`src/hw/rtl/sha1_stream_hasher_defines.svh`:
```
// ----------------------------------------------------------------------------
// sha1_stream_hasher_defines
// Assertion macros shared by the SHA-1 stream hasher RTL.
// ----------------------------------------------------------------------------
`ifndef SHA1_STREAM_HASHER_DEFINES_SVH
`define SHA1_STREAM_HASHER_DEFINES_SVH

// Check that an antecedent implies a consequent in the same cycle.
`define SHA_ASSERT_IMP(label, clk, rst_n, ante, cons, msg) \
  label: assert property (@(posedge clk) disable iff (!rst_n) (ante) |-> (cons)) \
    else $error(msg);

// Check that an antecedent implies a consequent in the next cycle.
`define SHA_ASSERT_NEXT(label, clk, rst_n, ante, cons, msg) \
  label: assert property (@(posedge clk) disable iff (!rst_n) (ante) |=> (cons)) \
    else $error(msg);

`endif

```
`src/hw/rtl/sha1_pkg.sv`:
```
// ----------------------------------------------------------------------------
// sha1_pkg
// Types and constants of the SHA-1 stream hasher.
// ----------------------------------------------------------------------------
package sha1_pkg;

  localparam logic CMD_ABSORB = 1'b0;
  localparam logic CMD_FINISH = 1'b1;

  localparam logic [31:0] H0_INIT = 32'h67452301;
  localparam logic [31:0] H1_INIT = 32'hEFCDAB89;
  localparam logic [31:0] H2_INIT = 32'h98BADCFE;
  localparam logic [31:0] H3_INIT = 32'h10325476;
  localparam logic [31:0] H4_INIT = 32'hC3D2E1F0;

  localparam logic [31:0] K0 = 32'h5A827999;
  localparam logic [31:0] K1 = 32'h6ED9EBA1;
  localparam logic [31:0] K2 = 32'h8F1BBCDC;
  localparam logic [31:0] K3 = 32'hCA62C1D6;

  localparam logic [7:0] PAD_BYTE = 8'h80;

  // Controller states
  typedef enum logic [6:0] {
    ST_IDLE  = 7'b0000001,
    ST_LOAD  = 7'b0000010,
    ST_ROUND = 7'b0000100,
    ST_FOLD  = 7'b0001000,
    ST_PAD   = 7'b0010000,
    ST_EMIT  = 7'b0100000,
    ST_DONE  = 7'b1000000
  } state_t;

  // Round function and constant for one round
  function automatic logic [31:0] round_f(input logic [6:0] rnd, input logic [31:0] b,
                                          input logic [31:0] c, input logic [31:0] d);
    if (rnd < 7'd20) return (b & c) | (~b & d);
    else if (rnd < 7'd40) return b ^ c ^ d;
    else if (rnd < 7'd60) return (b & c) | (b & d) | (c & d);
    else return b ^ c ^ d;
  endfunction

  function automatic logic [31:0] round_k(input logic [6:0] rnd);
    if (rnd < 7'd20) return K0;
    else if (rnd < 7'd40) return K1;
    else if (rnd < 7'd60) return K2;
    else return K3;
  endfunction

endpackage

```
`src/hw/rtl/sha1_if.sv`:
```
// ----------------------------------------------------------------------------
// sha1_in_if / sha1_out_if
// Valid/ready channels of the SHA-1 stream hasher.
// ----------------------------------------------------------------------------
interface sha1_in_if;
  logic       valid;
  logic       ready;
  logic       command;
  logic [7:0] data_byte;
  modport source (output valid, command, data_byte, input ready);
  modport sink (input valid, command, data_byte, output ready);
endinterface

interface sha1_out_if;
  logic        valid;
  logic        ready;
  logic [31:0] digest_word;
  logic [2:0]  word_index;
  logic        last_word;
  modport source (output valid, digest_word, word_index, last_word, input ready);
  modport sink (input valid, digest_word, word_index, last_word, output ready);
endinterface

```
`src/hw/rtl/sha1_ram.sv`:
```
// ----------------------------------------------------------------------------
// sha1_ram
// Generic single-port-write, single-port-read RAM with registered read.
// ----------------------------------------------------------------------------
module sha1_ram #(
  parameter int WIDTH = 32,
  parameter int DEPTH = 16
) (
  input  logic                     clk,
  input  logic                     we,
  input  logic [$clog2(DEPTH)-1:0] waddr,
  input  logic [WIDTH-1:0]         wdata,
  input  logic [$clog2(DEPTH)-1:0] raddr,
  output logic [WIDTH-1:0]         rdata
);
  logic [WIDTH-1:0] mem [DEPTH];

  // Write and registered read
  always_ff @(posedge clk) begin
    if (we) begin
      mem[waddr] <= wdata;
    end
    rdata <= mem[raddr];
  end
endmodule

```
`src/hw/rtl/sha1_stream_hasher.sv`:
```
// ----------------------------------------------------------------------------
// sha1_stream_hasher
// Streaming SHA-1 hasher, one message byte per input transfer.
// ----------------------------------------------------------------------------
// An absorb transfer is taken while the block is idle; the 64th byte of a
// block starts a compression that keeps the block busy: it reloads the
// schedule RAM as words (64 byte reads through the registered buffer read),
// runs 80 rounds, each a schedule read and then a compute and write back (the
// single round unit and the registered schedule RAM set this), and folds.
// A finish transfer pads one byte per cycle through the same path, pausing
// for each compression (9 to 72 bytes plus one or two compressions), then
// presents the five digest words in order, one per cycle while the sink is
// ready, and then restarts the chaining words in a done state. The block is
// ready again after the done state.
`include "sha1_stream_hasher_defines.svh"

module sha1_stream_hasher (
  input logic       clk,
  input logic       rst_n,
  sha1_in_if.sink   in_ch,
  sha1_out_if.source out_ch
);
  sha1_pkg::state_t state_r, state_nxt;

  logic [31:0] h_r [5];
  logic [31:0] a_r, b_r, c_r, d_r, e_r;
  logic [63:0] count_r;
  logic [63:0] bits_r;
  logic        fin_r;
  logic [6:0]  rnd_r;
  logic [3:0]  pad_r;
  logic [2:0]  emit_r;
  logic        lenphase_r;

  // Byte buffer RAM (64 x 8)
  logic       buf_we;
  logic [5:0] buf_waddr, buf_raddr;
  logic [7:0] buf_wdata, buf_rdata;
  sha1_ram #(.WIDTH(8), .DEPTH(64)) u_buf (
    .clk(clk), .we(buf_we), .waddr(buf_waddr), .wdata(buf_wdata),
    .raddr(buf_raddr), .rdata(buf_rdata)
  );

  // Schedule RAMs: four copies so each round reads its four taps
  logic        w_we;
  logic [3:0]  w_waddr;
  logic [31:0] w_wdata;
  logic [31:0] w_rd [4];
  logic [3:0]  w_ra [4];
  for (genvar g = 0; g < 4; g++) begin : g_wram
    sha1_ram #(.WIDTH(32), .DEPTH(16)) u_w (
      .clk(clk), .we(w_we), .waddr(w_waddr), .wdata(w_wdata),
      .raddr(w_ra[g]), .rdata(w_rd[g])
    );
  end

  // Current byte position and the byte to write (input or padding byte)
  logic [5:0] pos;
  logic       byte_go;
  logic [7:0] byte_val;
  assign pos = count_r[5:0];

  always_comb begin
    byte_go  = 1'b0;
    byte_val = in_ch.data_byte;
    if (state_r == sha1_pkg::ST_IDLE) begin
      byte_go = in_ch.valid && in_ch.command == sha1_pkg::CMD_ABSORB;
    end else if (state_r == sha1_pkg::ST_PAD) begin
      byte_go = 1'b1;
      if (!lenphase_r) begin
        byte_val = fin_r ? 8'h00 : sha1_pkg::PAD_BYTE;
      end else begin
        byte_val = bits_r[63 - 8*pad_r[2:0] -: 8];
      end
    end
  end

  assign in_ch.ready = (state_r == sha1_pkg::ST_IDLE);
  assign buf_we    = byte_go;
  assign buf_waddr = pos;
  assign buf_wdata = byte_val;

  // Load reads byte ld_cnt_r; word assembled from four bytes
  logic [23:0] asm_r;
  logic [6:0]  ld_cnt_r;
  logic [5:0]  ld_addr;
  assign ld_addr   = ld_cnt_r[5:0];
  assign buf_raddr = ld_addr;

  // Schedule tap addresses for round rnd_r
  logic [3:0] r4;
  assign r4 = rnd_r[3:0];
  always_comb begin
    w_ra[0] = r4 + 4'd13;
    w_ra[1] = r4 + 4'd8;
    w_ra[2] = r4 + 4'd2;
    w_ra[3] = r4;
  end

  logic [31:0] w_cur;
  logic [31:0] wx;
  assign wx    = w_rd[0] ^ w_rd[1] ^ w_rd[2] ^ w_rd[3];
  assign w_cur = (rnd_r < 7'd16) ? w_rd[3] : {wx[30:0], wx[31]};

  logic [31:0] t_val;
  assign t_val = {a_r[26:0], a_r[31:27]} + sha1_pkg::round_f(rnd_r, b_r, c_r, d_r)
               + e_r + sha1_pkg::round_k(rnd_r) + w_cur;

  // Round phase alternates: issue read, then compute
  logic rph_r;

  always_comb begin
    w_we    = 1'b0;
    w_waddr = r4;
    w_wdata = w_cur;
    if (state_r == sha1_pkg::ST_LOAD && ld_cnt_r[1:0] == 2'd0 && ld_cnt_r != 7'd0) begin
      w_we    = 1'b1;
      w_waddr = 4'(ld_cnt_r[5:2] - 4'd1);
      w_wdata = {asm_r, buf_rdata};
    end else if (state_r == sha1_pkg::ST_ROUND && rph_r && rnd_r >= 7'd16) begin
      w_we = 1'b1;
    end
  end

  // Controller
  always_comb begin
    state_nxt = state_r;
    unique case (state_r)
      sha1_pkg::ST_IDLE: begin
        if (in_ch.valid) begin
          if (in_ch.command == sha1_pkg::CMD_FINISH) state_nxt = sha1_pkg::ST_PAD;
          else if (pos == 6'd63) state_nxt = sha1_pkg::ST_LOAD;
        end
      end
      sha1_pkg::ST_LOAD:  if (ld_cnt_r == 7'd64) state_nxt = sha1_pkg::ST_ROUND;
      sha1_pkg::ST_ROUND: if (rph_r && rnd_r == 7'd79) state_nxt = sha1_pkg::ST_FOLD;
      sha1_pkg::ST_FOLD:  state_nxt = fin_r && lenphase_r && pad_r == 4'd8 ?
                                      sha1_pkg::ST_EMIT :
                                      (fin_r ? sha1_pkg::ST_PAD : sha1_pkg::ST_IDLE);
      sha1_pkg::ST_PAD: begin
        if (lenphase_r && pad_r == 4'd7) state_nxt = sha1_pkg::ST_LOAD;
        else if (pos == 6'd63) state_nxt = sha1_pkg::ST_LOAD;
      end
      sha1_pkg::ST_EMIT:  if (out_ch.ready && emit_r == 3'd4) state_nxt = sha1_pkg::ST_DONE;
      sha1_pkg::ST_DONE:  state_nxt = sha1_pkg::ST_IDLE;
      default:            state_nxt = sha1_pkg::ST_IDLE;
    endcase
  end

  // Datapath registers
  always_ff @(posedge clk) begin
    if (!rst_n) begin
      state_r    <= sha1_pkg::ST_IDLE;
      count_r    <= 64'd0;
      fin_r      <= 1'b0;
      lenphase_r <= 1'b0;
      pad_r      <= 4'd0;
      rnd_r      <= 7'd0;
      rph_r      <= 1'b0;
      ld_cnt_r   <= 7'd0;
      emit_r     <= 3'd0;
      h_r[0] <= sha1_pkg::H0_INIT; h_r[1] <= sha1_pkg::H1_INIT;
      h_r[2] <= sha1_pkg::H2_INIT; h_r[3] <= sha1_pkg::H3_INIT;
      h_r[4] <= sha1_pkg::H4_INIT;
    end else begin
      state_r <= state_nxt;
      if (byte_go) count_r <= count_r + 64'd1;
      // pad bookkeeping
      if (state_r == sha1_pkg::ST_IDLE && in_ch.valid &&
          in_ch.command == sha1_pkg::CMD_FINISH) begin
        bits_r <= {count_r[60:0], 3'b000};
        fin_r  <= 1'b0;
        pad_r  <= 4'd0;
        lenphase_r <= 1'b0;
      end
      if (state_r == sha1_pkg::ST_PAD) begin
        if (!lenphase_r) begin
          fin_r <= 1'b1;
          if (pos == 6'd55) lenphase_r <= 1'b1;
        end else begin
          pad_r <= pad_r + 4'd1;
        end
      end
      if (state_r == sha1_pkg::ST_FOLD && lenphase_r && pad_r == 4'd7) pad_r <= 4'd8;
      // load
      if (state_r == sha1_pkg::ST_LOAD) begin
        if (ld_cnt_r != 7'd0) asm_r <= {asm_r[15:0], buf_rdata};
        if (ld_cnt_r == 7'd64) begin
          ld_cnt_r <= 7'd0;
          rnd_r <= 7'd0; rph_r <= 1'b0;
          a_r <= h_r[0]; b_r <= h_r[1]; c_r <= h_r[2]; d_r <= h_r[3]; e_r <= h_r[4];
        end else begin
          ld_cnt_r <= ld_cnt_r + 7'd1;
        end
      end
      // rounds
      if (state_r == sha1_pkg::ST_ROUND) begin
        rph_r <= ~rph_r;
        if (rph_r) begin
          rnd_r <= rnd_r + 7'd1;
          a_r <= t_val; b_r <= a_r; c_r <= {b_r[1:0], b_r[31:2]}; d_r <= c_r; e_r <= d_r;
        end
      end
      if (state_r == sha1_pkg::ST_FOLD) begin
        h_r[0] <= h_r[0] + a_r; h_r[1] <= h_r[1] + b_r; h_r[2] <= h_r[2] + c_r;
        h_r[3] <= h_r[3] + d_r; h_r[4] <= h_r[4] + e_r;
      end
      // emit; hold the index on the last word
      if (state_r == sha1_pkg::ST_EMIT && out_ch.ready && emit_r != 3'd4) begin
        emit_r <= emit_r + 3'd1;
      end
      if (state_r == sha1_pkg::ST_DONE) begin
        emit_r <= 3'd0; count_r <= 64'd0; fin_r <= 1'b0; lenphase_r <= 1'b0;
        pad_r <= 4'd0;
        h_r[0] <= sha1_pkg::H0_INIT; h_r[1] <= sha1_pkg::H1_INIT;
        h_r[2] <= sha1_pkg::H2_INIT; h_r[3] <= sha1_pkg::H3_INIT;
        h_r[4] <= sha1_pkg::H4_INIT;
      end
    end
  end

  assign out_ch.valid       = (state_r == sha1_pkg::ST_EMIT);
  assign out_ch.digest_word = h_r[emit_r];
  assign out_ch.word_index  = emit_r;
  assign out_ch.last_word   = (emit_r == 3'd4);

  // Last digest word leaves on this transfer
  logic emit_last;
  assign emit_last = out_ch.valid && out_ch.ready && out_ch.last_word;

  `SHA_ASSERT_IMP(a_last_idx, clk, rst_n, out_ch.last_word, emit_r == 3'd4, "last flag off")
  `SHA_ASSERT_NEXT(a_emit_done, clk, rst_n, emit_last, state_r == sha1_pkg::ST_DONE, "no done")
  `SHA_ASSERT_IMP(a_busy, clk, rst_n, state_r != sha1_pkg::ST_IDLE, !in_ch.ready, "ready busy")
endmodule
```
`src/flat_wrapper.sv`:
```
// flat-port wrapper written by rule: the top's interface ports become plain ports
module sha1_stream_hasher_flat 
  (clk, rst_n, in_ch_valid, in_ch_command, in_ch_data_byte, in_ch_ready, out_ch_valid, out_ch_digest_word, out_ch_word_index, out_ch_last_word, out_ch_ready);
  sha1_in_if in_ch_i ();
  sha1_out_if out_ch_i ();
  input logic clk;
  input logic rst_n;
  input wire logic [$bits(in_ch_i.valid)-1:0] in_ch_valid;
  input wire logic [$bits(in_ch_i.command)-1:0] in_ch_command;
  input wire logic [$bits(in_ch_i.data_byte)-1:0] in_ch_data_byte;
  output wire logic [$bits(in_ch_i.ready)-1:0] in_ch_ready;
  output wire logic [$bits(out_ch_i.valid)-1:0] out_ch_valid;
  output wire logic [$bits(out_ch_i.digest_word)-1:0] out_ch_digest_word;
  output wire logic [$bits(out_ch_i.word_index)-1:0] out_ch_word_index;
  output wire logic [$bits(out_ch_i.last_word)-1:0] out_ch_last_word;
  input wire logic [$bits(out_ch_i.ready)-1:0] out_ch_ready;
  assign in_ch_i.valid = in_ch_valid;
  assign in_ch_i.command = in_ch_command;
  assign in_ch_i.data_byte = in_ch_data_byte;
  assign in_ch_ready = in_ch_i.ready;
  assign out_ch_valid = out_ch_i.valid;
  assign out_ch_digest_word = out_ch_i.digest_word;
  assign out_ch_word_index = out_ch_i.word_index;
  assign out_ch_last_word = out_ch_i.last_word;
  assign out_ch_i.ready = out_ch_ready;
  sha1_stream_hasher u_core (.clk(clk), .rst_n(rst_n), .in_ch(in_ch_i), .out_ch(out_ch_i));
endmodule
```
`config.mk`:
```
export PLATFORM = sky130hd
export DESIGN_NAME = sha1_stream_hasher_flat
export DESIGN_NICKNAME = d
export VERILOG_FILES = /design/src/hw/rtl/sha1_pkg.sv /design/src/hw/rtl/sha1_if.sv /design/src/hw/rtl/sha1_ram.sv /design/src/hw/rtl/sha1_stream_hasher.sv /design/src/flat_wrapper.sv
export VERILOG_INCLUDE_DIRS = /design/src /design/src/hw/rtl
export SDC_FILE = /design/constraint.sdc
export NUM_CORES = 2
export LEC_CHECK = 0
export ABC_AREA = 1
export BUFFER_PORTS_ARGS = -buffer_cell sky130_fd_sc_hd__buf_2
export CAP_MARGIN = 20
export CELL_PAD_IN_SITES_DETAIL_PLACEMENT = 0
export CELL_PAD_IN_SITES_GLOBAL_PLACEMENT = 2
export CORE_ASPECT_RATIO = 0.9
export CORE_MARGIN = 3
export CORE_UTILIZATION = 41
export CTS_CLUSTER_SIZE = 25
export DETAILED_ROUTE_END_ITERATION = 10
export HOLD_SLACK_MARGIN = 0.1
export PLACE_DENSITY_LB_ADDON = 0.12
export SYNTH_ARGS = -nofsm -noshare
export SYNTH_HDL_FRONTEND = slang
export SYNTH_SLANG_ARGS = --single-unit
```
`constraint.sdc`:
```
create_clock -name clk -period 8.5 [get_ports clk]
set_clock_uncertainty 0.2 [all_clocks]
set_input_delay 1.7 -clock clk [delete_from_list [all_inputs] [get_ports clk]]
set_output_delay 1.7 -clock clk [all_outputs]
set_load 0.02 [all_outputs]
```
==> metrics.txt <==
sort of element at the end of the critical path=flop; internal power=14.07 mW; Net Sw Frac=0.2626; mapped cell area=0.09066 mm²; Total GRT Usage=0.2937; top-level port count=51; share of cells above drive strength 1=0.05972; result of the run=finished clean; total of fill cells in the finished design=21041; initial standard-cell utilization of the core=0.4128; hold violation count in the final report=0; Die Footprint=0.2268 mm²; required time of the critical path=8870 ps; final weighted congestion in routability-driven placement=0.9620; number of nets in the layout=roughly 10000; switching component of the power=5.010 mW; sequential group share of total power=0.475; share of Yosys cell area claimed by the top area cell type=0.4733; CTS-repair resized insts=0; leading cell type by number of instances after synthesis=nand2_1; drt initial violations=7913; number of antenna violations at the first check in global routing=9; Worst IR Drop VDD=0.0001771 V; most instantiated flip-flop cell in the synthesis netlist=edfxtp_1; total of flip-flops plus latches after synthesis=1660; sequential cell area=approximately 0.048 mm²; crit path kind=flop to flop; number of synthesized flops with an enable pin=between 1000 and 1500; clk_lat worst skew=870 ps; gate count of the mapped netlist=about 9800; count of H-tree levels built during CTS=4; final wirelength=approximately 340000 µm; setup repair after global routing missed its margin=no; Residual DRC=0; number of I/O port buffers=50; cell at the root of the clock tree=clkbuf_16; total number of clock tree sinks=1660; remaining global-route overflow=0; overall via count from detail_route=73609; number of nets still failing antenna checks after routing=0; endpoints failing setup=0; Setup Buffers After CTS=0; fraction of power consumed by combinational cells=0.093; Hold Path Class=flop to flop; most area-consuming cells after synthesis=edfxtp_1 47%, o21ai_0 6.9%, nand2_1 6.5%; post-layout utilization of the core=0.4548; power density over the cells=190.9 mW/mm²; top cells by count, synth=1562 x nand2_1, 1429 x edfxtp_1, 1246 x o21ai_0; Placement Rows=163; headroom to the max-slew limit=0.2325; clock tree from TritonCTS=built; Cell variety after synth=66; highest clock rate=150.0 MHz; sequential area share after synthesis=0.5243; max-cap viol count=0; measured slew at the worst slew-check pin=1139 ps; number of warnings issued by yosys=0; area of the multi-input gates=0.03818 mm²; post-cts hold buffer count=0; share of async-settable or async-resettable flops after synthesis=0; die span in x=501.7 µm; Pleak=35.89 nW; wire length of the first global-routing pass=487900 µm; clock network fraction of design power=0.432; vias in the first global route=69028; Die Height=452.1 µm; Synth-to-Final Area Change=10.19%; pin count of the biggest net entering global routing=197; CP Max Fanout=37; maximum clock path buffer count=3; setup TNS=0 ps; Syn Nets=10158; clock transition at the registers of the reported paths=60 ps; final number of max-transition violations=0; core region area=0.2196 mm²; total power after layout=19.08 mW; DR WL/cell=26.95 µm; DP Wirelength=232800 µm; critical path data arrival time=a little over 7000 ps; biggest area consumer among synthesized cells=edfxtp_1; Final min period=6668 ps; synthesized area divided by synthesized cell count=9.263 µm²; Inserted Clock Buffers=188; type of element launching the critical path=flop; total iterations of the first detailed-routing run=6; DR vias/cell=between 5 and 6; fin crit share=0.7845
[critical path, stage by stage (launching register included)]
cell	delay, ps
dfxtp_4	600
nand2_1	100
nand2_1	160
nand3_2	670
nand2_1	230
buf_4	360
o22ai_1	110
a21oi_1	220
fa_1	420
inv_1	70
fa_1	430
fa_1	430
inv_1	70
ha_1	180
inv_1	70
fa_1	470
inv_1	90
nand2_1	70
o21ai_1	400
nand2_1	100
nand2_1	190
nand2_1	70
nand2_1	200
a21oi_1	120
or2_0	220
nand3_1	80
nand2_1	70
[per-layer routing]
layer | vias to the layer above | global-route usage | wire length [µm]
met3 | 430 | 0.04315 | 23900
met5 | - | 0 | 34
met1 | 36427 | 0.4186 | 152600
met2 | 2602 | 0.4656 | 155100
met4 | 6 | 0.08355 | 10220
li1 | 34144 | - | -
[cell type report]
| class | count | share of cell area |
|---|---|---|
| Clock inverter | 95 | 0.01019 |
| Antenna cell | 2 | 0.00005010 |
| Multi-Input combinational cell | 6820 | 0.3822 |
| Timing Repair Buffer | 171 | 0.01272 |
| Clock buffer | 256 | 0.05233 |
| Sequential cell | 1660 | 0.4761 |
| Inverter | 794 | 0.03023 |
| Tap cell | 2887 | 0.03616 |
[cell usage in the layout, fill, tap and decap left out, drive strengths merged, types with 3 or more instances in the layout]
cell	synthesis	routed
a211oi	3	3
a21boi	11	11
a21o	37	37
a21oi	670	670
a311oi	10	10
a31o	3	3
a31oi	124	124
and3	3	3
buf	197	169
bufinv	0	10
clkbuf	317	258
clkinv	4	79
clkinvlp	0	4
dfxtp	231	231
edfxtp	1429	1429
fa	124	124
ha	233	233
inv	790	796
mux2i	209	209
nand2	1571	1571
nand3	365	365
nand3b	12	12
nand4	79	79
nor2	1207	1207
nor3	117	117
nor4	11	11
o211ai	158	158
o21a	28	28
o21ai	1304	1304
o21bai	25	25
o221ai	108	108
o22a	19	19
o22ai	182	182
o31ai	8	8
or2	18	18
xnor2	124	124
xor2	41	41
[sequential cells by signal, indices dropped and copies added, names as in the netlist, 8 cells and up, named ones only]
| register | count |
|---|---|
| u_core.g_wram.u_w.mem | 512 |
| u_core.u_buf.mem | 512 |
| u_core.h_r | 160 |
| u_core.g_wram.u_w.rdata | 128 |
| u_core.bits_r | 61 |
| u_core.count_r | 61 |
| u_core.a_r | 32 |
| u_core.b_r | 32 |
| u_core.c_r | 32 |
| u_core.d_r | 32 |
| u_core.e_r | 32 |
| u_core.asm_r | 24 |
| u_core.u_buf.rdata | 8 |
[cell families (layout without fill, tap and decap cells)]
kind of cell | Yosys count | count (layout) | share of synthesized area
buffers and inverters | 1308 | 1316 | 0.05770
XOR/XNOR | 165 | 165 | 0.01594
flip-flops | 1660 | 1660 | 0.5243
adder cells (fa/ha/maj) | 357 | 357 | 0.05953
other | 0 | 2 | 0
multiplexers | 209 | 209 | 0.02307
AO/OA/AOI/OAI | 2700 | 2700 | 0.1670
AND/OR/NAND/NOR | 3389 | 3389 | 0.1524
[power by group through the flow]
| stage | sequential (mW) | combinational (mW) | clock, mW |
|---|---|---|---|
| 3_5_place_dp | 9.21 | 1.75 | 0 |
| 5_1_grt | 9.05 | 1.97 | 8.72 |
| 6_report | 9.05 | 1.78 | 8.25 |
| 4_1_cts | 9.04 | 1.76 | 8.39 |
| 2_1_floorplan | 9.13 | 1.12 | 0 |
| 3_3_place_gp | 9.21 | 1.76 | 0 |
[per-stage QoR]
stage	cell area [µm²]	worst slack [ps]	cells	hold slack, ps
after CTS	99870	1939	12681	241.4
after global routing	99900	1389	12683	270.2
after detailed placement	93620	1952	12330	238.7
final	99900	1832	12685	245.3
after floorplan	90660	2019	9788	208.6
after global placement	93570	1926	12325	221.6
[worst paths after layout]
| check | cells after the start | slack, ps | startpoint | endpoint |
|---|---|---|---|---|
| min reg2reg | 0 | 250 | u_core.asm_r[15] | u_core.asm_r[23] |
| max reg2reg | 26 | 1830 | u_core.rnd_r[3] | u_core.a_r[19] |
| max | 26 | 1830 | u_core.rnd_r[3] | u_core.a_r[19] |
| min | 0 | 250 | u_core.asm_r[15] | u_core.asm_r[23] |
(Power assumes the default switching activity.)
